--- src/rtl/vqc_pkg.sv ---
package vqc_pkg;

    // Input kinds (s-side tuser)
    localparam logic [1:0] KIND_TRAIN  = 2'd0;
    localparam logic [1:0] KIND_ENCODE = 2'd1;
    localparam logic [1:0] KIND_DECODE = 2'd2;

    // Result status (m-side tuser)
    localparam logic [1:0] STAT_NEW  = 2'd0;
    localparam logic [1:0] STAT_HIT  = 2'd1;
    localparam logic [1:0] STAT_MISS = 2'd2;

    localparam int PIX_W  = 8;
    localparam int WORD_W = 4 * PIX_W;
    localparam int CODE_W = 6;
    localparam int DIST_W = 18;   // 4 * 255^2 fits

    typedef enum logic [2:0] {
        ST_IDLE,
        ST_SCAN,
        ST_DRAIN,
        ST_DEC_DATA,
        ST_DONE
    } t_state;

    typedef struct packed {
        logic clear;   // drop the running best, new search begins
        logic issue;   // a codebook read is issued this cycle
    } t_scan_ctl;

endpackage

--- src/rtl/vqc_ram.sv ---
module vqc_ram import vqc_pkg::*; #(
    parameter int DEPTH = 64,
    parameter int AW    = 6
) (
    input  logic              i_clk,
    input  logic              i_we,
    input  logic [AW-1:0]     i_waddr,
    input  logic [WORD_W-1:0] i_wdata,
    input  logic [AW-1:0]     i_raddr,
    output logic [WORD_W-1:0] o_rdata
);

    logic [WORD_W-1:0] r_mem [DEPTH];
    logic [WORD_W-1:0] r_rdata;

    always_ff @(posedge i_clk) begin
        if (i_we) begin
            r_mem[i_waddr] <= i_wdata;
        end
        r_rdata <= r_mem[i_raddr];
    end

    assign o_rdata = r_rdata;

endmodule

--- src/rtl/vqc_nearest.sv ---
module vqc_nearest import vqc_pkg::*; #(
    parameter int IW = 6
) (
    input  logic              i_clk,
    input  logic              i_rst_n,
    input  t_scan_ctl         i_ctl,
    input  logic [IW-1:0]     i_idx,
    input  logic [WORD_W-1:0] i_pix,
    input  logic [WORD_W-1:0] i_rdata,
    output logic              o_busy,
    output logic [IW-1:0]     o_best_idx,
    output logic [WORD_W-1:0] o_best_word
);

    // stage 1: read data back from RAM; stage 2: squares; then sum + compare
    logic              r_v1, r_v2, r_have;
    logic [IW-1:0]     r_idx1, r_idx2, r_best_idx;
    logic [WORD_W-1:0] r_word2, r_best_word;
    logic [15:0]       r_sq [4];
    logic [DIST_W-1:0] r_best_dist;
    logic [15:0]       w_sq [4];
    logic [DIST_W-1:0] w_dist;

    always_comb begin
        logic [PIX_W-1:0] a, b, d;
        for (int k = 0; k < 4; k++) begin
            a = i_pix[k*PIX_W +: PIX_W];
            b = i_rdata[k*PIX_W +: PIX_W];
            d = (a > b) ? (a - b) : (b - a);
            w_sq[k] = {8'd0, d} * {8'd0, d};
        end
    end

    assign w_dist = {2'd0, r_sq[0]} + {2'd0, r_sq[1]} + {2'd0, r_sq[2]} + {2'd0, r_sq[3]};

    always_ff @(posedge i_clk) begin
        if (!i_rst_n) begin
            r_v1   <= 1'b0;
            r_v2   <= 1'b0;
            r_have <= 1'b0;
        end else begin
            r_v1 <= i_ctl.issue;
            r_v2 <= r_v1;
            if (i_ctl.clear) begin
                r_have <= 1'b0;
            end else if (r_v2 && (!r_have || w_dist < r_best_dist)) begin
                r_have <= 1'b1;
            end
        end
        r_idx1  <= i_idx;
        r_idx2  <= r_idx1;
        r_word2 <= i_rdata;
        for (int k = 0; k < 4; k++) begin
            r_sq[k] <= w_sq[k];
        end
        // strict less-than over ascending index keeps the lowest on ties
        if (r_v2 && (!r_have || w_dist < r_best_dist) && !i_ctl.clear) begin
            r_best_dist <= w_dist;
            r_best_idx  <= r_idx2;
            r_best_word <= r_word2;
        end
    end

    assign o_busy      = r_v1 | r_v2;
    assign o_best_idx  = r_best_idx;
    assign o_best_word = r_best_word;

endmodule

--- src/rtl/vq_codebook_train_encode.sv ---
// 2x2 gray-block vector quantizer with an on-chip codebook of CODEWORDS entries.
// Slave channel: one word per item, tuser = kind (train, encode, decode),
//   tdata = four pixels and a code index for decode.
// Master channel: one word per item, tuser = status, tdata = index and the
//   codeword pixels (after the averaging update, for a train item).
// Train fills empty entries in order; once full it averages the block into the
// nearest entry. Encode returns the nearest filled entry. Decode reads one entry.
// Search: every filled entry streams out of the single-port-read RAM, one per
//   cycle, then the search pipeline drains and the result is handed off; the
//   next word is taken only once the block is back in idle. Fill, decode and
//   error items do not search. One item is processed at a time; the RAM read
//   port sets the rate.
// The output register lets the next item be accepted while a result is still
//   waiting; a stalled receiver holds the finished result in that register and
//   a further result waits until it drains.
// Reset (synchronous, active low) empties the codebook by clearing the fill
//   count; RAM contents are not cleared and are never used before written.
module vq_codebook_train_encode import vqc_pkg::*; #(
    parameter int CODEWORDS = 64
) (
    input  logic        i_clk,
    input  logic        i_rst_n,
    // s side
    input  logic        i_s_axis_tvalid,
    output logic        o_s_axis_tready,
    input  logic [39:0] i_s_axis_tdata,   // pixel0, pixel1, pixel2, pixel3, code_in, pad
    input  logic [1:0]  i_s_axis_tuser,   // kind
    // m side
    output logic        o_m_axis_tvalid,
    input  logic        i_m_axis_tready,
    output logic [39:0] o_m_axis_tdata,   // code_index, word0, word1, word2, word3, pad
    output logic [1:0]  o_m_axis_tuser    // status
);

    localparam int IW = (CODEWORDS > 1) ? $clog2(CODEWORDS) : 1;
    localparam int CW = $clog2(CODEWORDS + 1);

    t_state r_state, n_state;

    // captured item
    logic [1:0]        r_kind;
    logic [WORD_W-1:0] r_pix;

    logic [CW-1:0]     r_filled;
    logic [CW-1:0]     r_scan_cnt;

    // result waiting for the output register
    logic [CODE_W-1:0] r_res_idx;
    logic [WORD_W-1:0] r_res_word;
    logic [1:0]        r_res_stat;

    // output register
    logic              r_out_valid;
    logic [CODE_W-1:0] r_out_idx;
    logic [WORD_W-1:0] r_out_word;
    logic [1:0]        r_out_stat;

    // RAM and search unit
    logic              w_we;
    logic [IW-1:0]     w_waddr, w_raddr;
    logic [WORD_W-1:0] w_wdata, w_rdata;
    t_scan_ctl         w_ctl;
    logic              w_busy;
    logic [IW-1:0]     w_best_idx;
    logic [WORD_W-1:0] w_best_word;

    // decode of the incoming word
    logic              w_accept;
    logic [1:0]        w_kind;
    logic [WORD_W-1:0] w_pix;
    logic [CODE_W-1:0] w_code;
    logic              w_full, w_empty, w_dec_hit, w_scan_last, w_out_free;
    logic [CW+5:0]     w_code_cmp, w_fill_cmp;
    logic [IW+5:0]     w_code_ext, w_fill_ext, w_best_ext;
    logic [WORD_W-1:0] w_avg;

    assign w_accept = i_s_axis_tvalid & o_s_axis_tready;
    assign w_kind   = i_s_axis_tuser;
    assign w_pix    = i_s_axis_tdata[WORD_W-1:0];
    assign w_code   = i_s_axis_tdata[WORD_W +: CODE_W];

    assign w_full  = (r_filled == CW'(CODEWORDS));
    assign w_empty = (r_filled == '0);

    // code < filled also implies code < CODEWORDS
    assign w_code_cmp = {{CW{1'b0}}, w_code};
    assign w_fill_cmp = {6'd0, r_filled};
    assign w_dec_hit  = (w_code_cmp < w_fill_cmp);

    assign w_code_ext = {{IW{1'b0}}, w_code};
    assign w_fill_ext = {6'd0, r_filled[IW-1:0]};
    assign w_best_ext = {6'd0, w_best_idx};

    assign w_scan_last = (r_scan_cnt == r_filled - CW'(1));
    assign w_out_free  = !r_out_valid || i_m_axis_tready;

    // floor of the pixel-wise mean of the chosen entry and the block
    always_comb begin
        logic [PIX_W:0] s;
        for (int k = 0; k < 4; k++) begin
            s = {1'b0, w_best_word[k*PIX_W +: PIX_W]} + {1'b0, r_pix[k*PIX_W +: PIX_W]};
            w_avg[k*PIX_W +: PIX_W] = s[PIX_W:1];
        end
    end

    // next state
    always_comb begin
        n_state = r_state;
        unique case (r_state)
            ST_IDLE: begin
                if (w_accept) begin
                    case (w_kind)
                        KIND_TRAIN:  n_state = w_full ? ST_SCAN : ST_DONE;
                        KIND_ENCODE: n_state = w_empty ? ST_DONE : ST_SCAN;
                        KIND_DECODE: n_state = w_dec_hit ? ST_DEC_DATA : ST_DONE;
                        default:     n_state = ST_DONE;
                    endcase
                end
            end
            ST_SCAN:     if (w_scan_last) n_state = ST_DRAIN;
            ST_DRAIN:    if (!w_busy) n_state = ST_DONE;
            ST_DEC_DATA: n_state = ST_DONE;
            ST_DONE:     if (w_out_free) n_state = ST_IDLE;
            default:     n_state = ST_IDLE;
        endcase
    end

    // state outputs
    always_comb begin
        o_s_axis_tready = 1'b0;
        w_we            = 1'b0;
        w_waddr         = r_filled[IW-1:0];
        w_wdata         = w_pix;
        w_raddr         = r_scan_cnt[IW-1:0];
        w_ctl.clear     = 1'b0;
        w_ctl.issue     = 1'b0;
        unique case (r_state)
            ST_IDLE: begin
                // no word is taken while reset is held
                o_s_axis_tready = i_rst_n;
                w_raddr         = w_code_ext[IW-1:0];
                w_ctl.clear     = i_s_axis_tvalid;
                w_we            = w_accept && (w_kind == KIND_TRAIN) && !w_full;
            end
            ST_SCAN: begin
                w_ctl.issue = 1'b1;
            end
            ST_DRAIN: begin
                w_waddr = w_best_idx;
                w_wdata = w_avg;
                w_we    = !w_busy && (r_kind == KIND_TRAIN);
            end
            ST_DEC_DATA, ST_DONE: begin
            end
            default: begin
            end
        endcase
    end

    // control registers
    always_ff @(posedge i_clk) begin
        if (!i_rst_n) begin
            r_state     <= ST_IDLE;
            r_filled    <= '0;
            r_out_valid <= 1'b0;
        end else begin
            r_state <= n_state;
            if (w_accept && (w_kind == KIND_TRAIN) && !w_full) begin
                r_filled <= r_filled + CW'(1);
            end
            if (r_state == ST_DONE && w_out_free) begin
                r_out_valid <= 1'b1;
            end else if (i_m_axis_tready) begin
                r_out_valid <= 1'b0;
            end
        end
    end

    // datapath registers
    always_ff @(posedge i_clk) begin
        if (w_accept) begin
            r_kind     <= w_kind;
            r_pix      <= w_pix;
            r_scan_cnt <= '0;
            case (w_kind)
                KIND_TRAIN: begin
                    if (!w_full) begin
                        r_res_idx  <= w_fill_ext[CODE_W-1:0];
                        r_res_word <= w_pix;
                        r_res_stat <= STAT_NEW;
                    end else begin
                        r_res_idx  <= '0;
                        r_res_word <= '0;
                        r_res_stat <= STAT_MISS;
                    end
                end
                KIND_DECODE: begin
                    r_res_idx  <= w_code;
                    r_res_word <= '0;
                    r_res_stat <= STAT_MISS;
                end
                default: begin
                    r_res_idx  <= '0;
                    r_res_word <= '0;
                    r_res_stat <= STAT_MISS;
                end
            endcase
        end
        if (r_state == ST_SCAN) begin
            r_scan_cnt <= r_scan_cnt + CW'(1);
        end
        if (r_state == ST_DRAIN && !w_busy) begin
            r_res_idx  <= w_best_ext[CODE_W-1:0];
            r_res_word <= (r_kind == KIND_TRAIN) ? w_avg : w_best_word;
            r_res_stat <= STAT_HIT;
        end
        if (r_state == ST_DEC_DATA) begin
            r_res_word <= w_rdata;
            r_res_stat <= STAT_HIT;
        end
        if (r_state == ST_DONE && w_out_free) begin
            r_out_idx  <= r_res_idx;
            r_out_word <= r_res_word;
            r_out_stat <= r_res_stat;
        end
    end

    vqc_ram #(
        .DEPTH (CODEWORDS),
        .AW    (IW)
    ) u_ram (
        .i_clk   (i_clk),
        .i_we    (w_we),
        .i_waddr (w_waddr),
        .i_wdata (w_wdata),
        .i_raddr (w_raddr),
        .o_rdata (w_rdata)
    );

    vqc_nearest #(
        .IW (IW)
    ) u_nearest (
        .i_clk       (i_clk),
        .i_rst_n     (i_rst_n),
        .i_ctl       (w_ctl),
        .i_idx       (r_scan_cnt[IW-1:0]),
        .i_pix       (r_pix),
        .i_rdata     (w_rdata),
        .o_busy      (w_busy),
        .o_best_idx  (w_best_idx),
        .o_best_word (w_best_word)
    );

    assign o_m_axis_tvalid = r_out_valid;
    assign o_m_axis_tdata  = {2'd0, r_out_word, r_out_idx};
    assign o_m_axis_tuser  = r_out_stat;

endmodule

--- config.mk ---
export PLATFORM = sky130hd
export DESIGN_NAME = vq_codebook_train_encode
export DESIGN_NICKNAME = d
export VERILOG_FILES = /design/src/rtl/vqc_pkg.sv /design/src/rtl/vqc_ram.sv /design/src/rtl/vqc_nearest.sv /design/src/rtl/vq_codebook_train_encode.sv
export SDC_FILE = /design/constraint.sdc
export NUM_CORES = 2
export LEC_CHECK = 0
export BUFFER_PORTS_ARGS = -buffer_cell sky130_fd_sc_hd__buf_2
export CORE_ASPECT_RATIO = 1.4
export CORE_MARGIN = 3
export CORE_UTILIZATION = 55
export DETAILED_ROUTE_END_ITERATION = 10
export GPL_ROUTABILITY_DRIVEN = 0
export MAX_ROUTING_LAYER = met4
export PLACE_DENSITY_LB_ADDON = 0.1
export SLEW_MARGIN = 15
export SYNTH_ARGS = -nofsm -noshare
export SYNTH_HDL_FRONTEND = slang
export SYNTH_SLANG_ARGS = --single-unit
--- constraint.sdc ---
create_clock -name i_clk -period 5.65 [get_ports i_clk]
set_input_delay 0.2825 -clock i_clk [delete_from_list [all_inputs] [get_ports i_clk]]
set_output_delay 0.2825 -clock i_clk [all_outputs]
set_load 0.005 [all_outputs]
==> flow_summary.json <==
{
  "status": "finished with violations",
  "violations": "setup timing",
  "crit_path_end": "u_nearest.r_sq[0][15]",
  "reg2reg_from": "r_pix[0]",
  "hold_viol": 0,
  "yosys.area_share.simple": 0.0302,
  "synth_cell_type_count": 75,
  "portBuffers": 85,
  "dr_wl_met2_um": 141000,
  "path_max_fanout": 6,
  "ctsLongestPathBuffers": 3,
  "ys.flop_type": "edfxtp_1",
  "r2r_cells": 26,
  "wl_per_cell_um": 29.8,
  "antenna_found_initial": 14,
  "r2r_end": "u_nearest.r_sq[0][15]",
  "synthMuxAreaShare": 0.119,
  "multi_input_area_um2": 30500,
  "dr_wl_met3_um": 17000,
  "cts_buffers": 213,
  "worstSetupStartpoint": "r_pix[0]",
  "htreeDepth": 4,
  "avgSynthCellArea_um2": 17.9,
  "coreArea_um2": 180000,
  "start_util": 0.556,
  "critPathKind": "flip-flop to flip-flop",
  "synth_edf_count": 2223,
  "fin_crit_sh": 1.05,
  "cts.sinks": 2375,
  "n_fill_cell": 12300,
  "worst_slack_ps": -269,
  "nNetsFinal": 6753,
  "synth_top_family_by_area": "multiplexers",
  "seq_area_frac_synth": 0.696,
  "area_growth_pct": 17.7,
  "dieArea_um2": 188000,
  "drt_first_pass_iters": 7,
  "worstHoldStart": "i_s_axis_tdata[18]",
  "rsz0062_at_grt": "yes",
  "slew_viol_final": 0,
  "drc": 0,
  "synth_warnings": 0,
  "period_minus_slack_ps": 5920,
  "dp_hpwl_um": 167000,
  "crit_arrival_ps": 6640,
  "end_kind": "flip-flop",
  "vias_per_cell": 6.18,
  "ys_seq_elements": 2375,
  "cpMaxStageDelayCell": "fa_1",
  "hold_path.class": "input port to flip-flop",
  "holdPathStages": 2,
  "cp_top_family": "adder cells",
  "synthAdderAreaFrac": 0.0584,
  "drt-initial-drc-count": 5702,
  "grt_overflow": 0,
  "syn_area_um2": 100000,
  "routed.top_layer": "met4",
  "report.final.setup_viol": 15,
  "tightest_slew_ps": 1220,
  "slew_headroom": 0.182,
  "layout-drive-gt1-share": 0.299,
  "die_y_um": 511,
  "grt_pass1_wl_um": 386000,
  "skew_ps": 40.6,
  "synth-xor-area-share": 0.0127,
  "ant_nets": 0,
  "die_x_um": 367,
  "reg2reg_slack_ps": -270,
  "cts_tree": "done",
  "maxCapViolations": 0,
  "finalSetupTns_ps": -2200,
  "cp_num_buf_inv": 5,
  "grt_pass1_vias": 56400,
  "wl_met1_um": 98500,
  "groute.usage.overall": 0.293,
  "clk_pin_slew_ps": 70,
  "ys_async_sr_fraction": 0,
  "num_rows": 184,
  "grt_max_degree": 90,
  "synth_compound_area_frac": 0.0585,
  "path_depth": 26,
  "drt-total-wl_um": 266000,
  "clk_latency_ps": 870,
  "ctsRootBufferMaster": "clkbuf_16",
  "ioPinCount": 90,
  "num_vias": 55100,
  "max_freq_ghz": 0.169,
  "netlist_instances": 5600,
  "crit_path_start_kind": "flip-flop",
  "ff_latch_area_um2": 69800,
  "worstPathRequired_ps": 6370,
  "cp_slowest_stage_delay_ps": 550
}
sequential cells by signal, indices dropped and copies added (netlist names), 32 cells and up:
signal / count
u_nearest.r_word2: 32
r_res_word: 32
u_ram.o_rdata: 32
u_nearest.r_sq: 60
u_nearest.o_best_word: 32
u_ram.r_mem: 2048
r_out_word: 32
r_pix: 32
metrics by stage:
stage / setup slack (ps) / cell area (µm²) / cells / utilization / hold slack, ps
finish: -269 / 118000 / 8930 / 0.655 / 211
global placement: -259 / 108000 / 8400 / 0.601 / 310
CTS: -175 / 117000 / 8883 / 0.649 / 138
floorplan: -115 / 101000 / 5603 / - / 310
detailed placement: -346 / 108000 / 8401 / 0.602 / 312
global route: -535 / 118000 / 8927 / 0.655 / 180
cells by family after synthesis:
family / Yosys count
DFF: 2375
AOI/OAI and AO/OA: 863
and+or+nand+nor: 652
buffers and inverters: 627
muxes: 547
adders and majority gates: 391
xor gates and xnor gates: 144
other: 1
routing by layer:
layer  GRT usage  up-vias
met5           -        -
met2       0.501     2150
li1            -    23500
met1       0.364    29000
met4       0.101        0
met3      0.0398      437
final cells by class:
cell class,instances,area share
sequential,2375,0.591
multi-input combinational,2602,0.258
timing repair buffer,743,0.0530
clock buffer,257,0.0470
tap,2418,0.0256
clock inverter,139,0.0124
inverter,381,0.0121
antenna,15,0.000318
worst reg2reg max path: stages, from the launching register on:
cell and delay (ps):
edfxtp_1 400, inv_1 90, ha_2 200, inv_2 40
fa_2 340, a21o_1 210, nand3_2 80, a21o_1 180
a21oi_4 120, and3b_2 280, nor3_4 250, o21ai_2 110
fa_1 540, inv_1 60, fa_1 550, inv_1 60
fa_1 470, inv_1 50, fa_1 520, ha_4 210
or2_4 260, a21oi_4 140, nor2b_4 60, nand4_1 120
nand4_1 110, o211ai_1 120, xnor3_1 250
worst min-delay path by stage:
stage | to | slack, ps
after global routing | r_pix[16] | 180
final | r_pix[18] | 210
after floorplan | u_nearest.r_idx2[0] | 310
after CTS | r_pix[17] | 140
after global placement | u_nearest.r_idx2[0] | 310
after detailed placement | u_nearest.r_idx2[0] | 310
layout by cell type, fill, tap and decap left out, types with 17 or more instances in the layout:
| cell type | count |
|---|---|
| nor2b_1 | 20 |
| a21oi_2 | 23 |
| a21oi_1 | 197 |
| nand2_1 | 178 |
| dfxtp_1 | 149 |
| mux4_2 | 512 |
| clkinv_2 | 40 |
| nor2_4 | 73 |
| clkinv_1 | 50 |
| inv_2 | 48 |
| mux2i_1 | 20 |
| nor3_1 | 33 |
| o21a_1 | 17 |
| fa_1 | 116 |
| nand2b_1 | 25 |
| buf_4 | 536 |
| inv_1 | 332 |
| bufinv_16 | 26 |
| nor2_1 | 125 |
| a22oi_1 | 262 |
| clkbuf_16 | 214 |
| buf_6 | 27 |
| ha_1 | 221 |
| or2_2 | 18 |
| a21o_1 | 50 |
| xnor2_1 | 86 |
| dlygate4sd3_1 | 45 |
| buf_2 | 85 |
| edfxtp_1 | 2223 |
| nand3_1 | 33 |
| o21ai_4 | 28 |
| ha_4 | 33 |
| clkbuf_1 | 40 |
| nor2_2 | 18 |
| o21ai_0 | 68 |
| xor2_1 | 40 |
| a2111o_1 | 32 |
| buf_12 | 42 |
Yosys cell counts, types with 17 or more instances:
library cell | number | area share
a2111o_1 | 32 | 0.0036
a21o_1 | 55 | 0.0041
a21oi_1 | 230 | 0.011
a22oi_1 | 262 | 0.020
and2_1 | 17 | 0.0011
and3_1 | 19 | 0.0012
buf_2 | 36 | 0.0018
clkbuf_1 | 171 | 0.0064
dfxtp_1 | 152 | 0.030
edfxtp_1 | 2223 | 0.67
fa_1 | 128 | 0.026
ha_1 | 263 | 0.033
inv_1 | 381 | 0.014
mux2i_1 | 28 | 0.0028
mux4_2 | 512 | 0.12
nand2_1 | 183 | 0.0069
nand2b_1 | 35 | 0.0022
nand3_1 | 35 | 0.0017
nor2_1 | 216 | 0.0081
nor2b_1 | 23 | 0.0014
nor3_1 | 45 | 0.0022
o21a_1 | 21 | 0.0016
o21ai_0 | 107 | 0.0053
o31ai_1 | 18 | 0.0013
or2_2 | 31 | 0.0019
xnor2_1 | 95 | 0.0083
xor2_1 | 48 | 0.0042
what timing repair did:
item,CTS,global route
hold buffers,45,0
setup endpoints to repair,79,85
pin swaps,89,130
hold endpoints to repair,78,0
gates cloned,8,0
buffers inserted,36,43
gates resized for setup,153,175
Power is left out: the tool's default activity adds up to more than one toggle a clock period on the data nets, which glitch-free logic cannot reach.
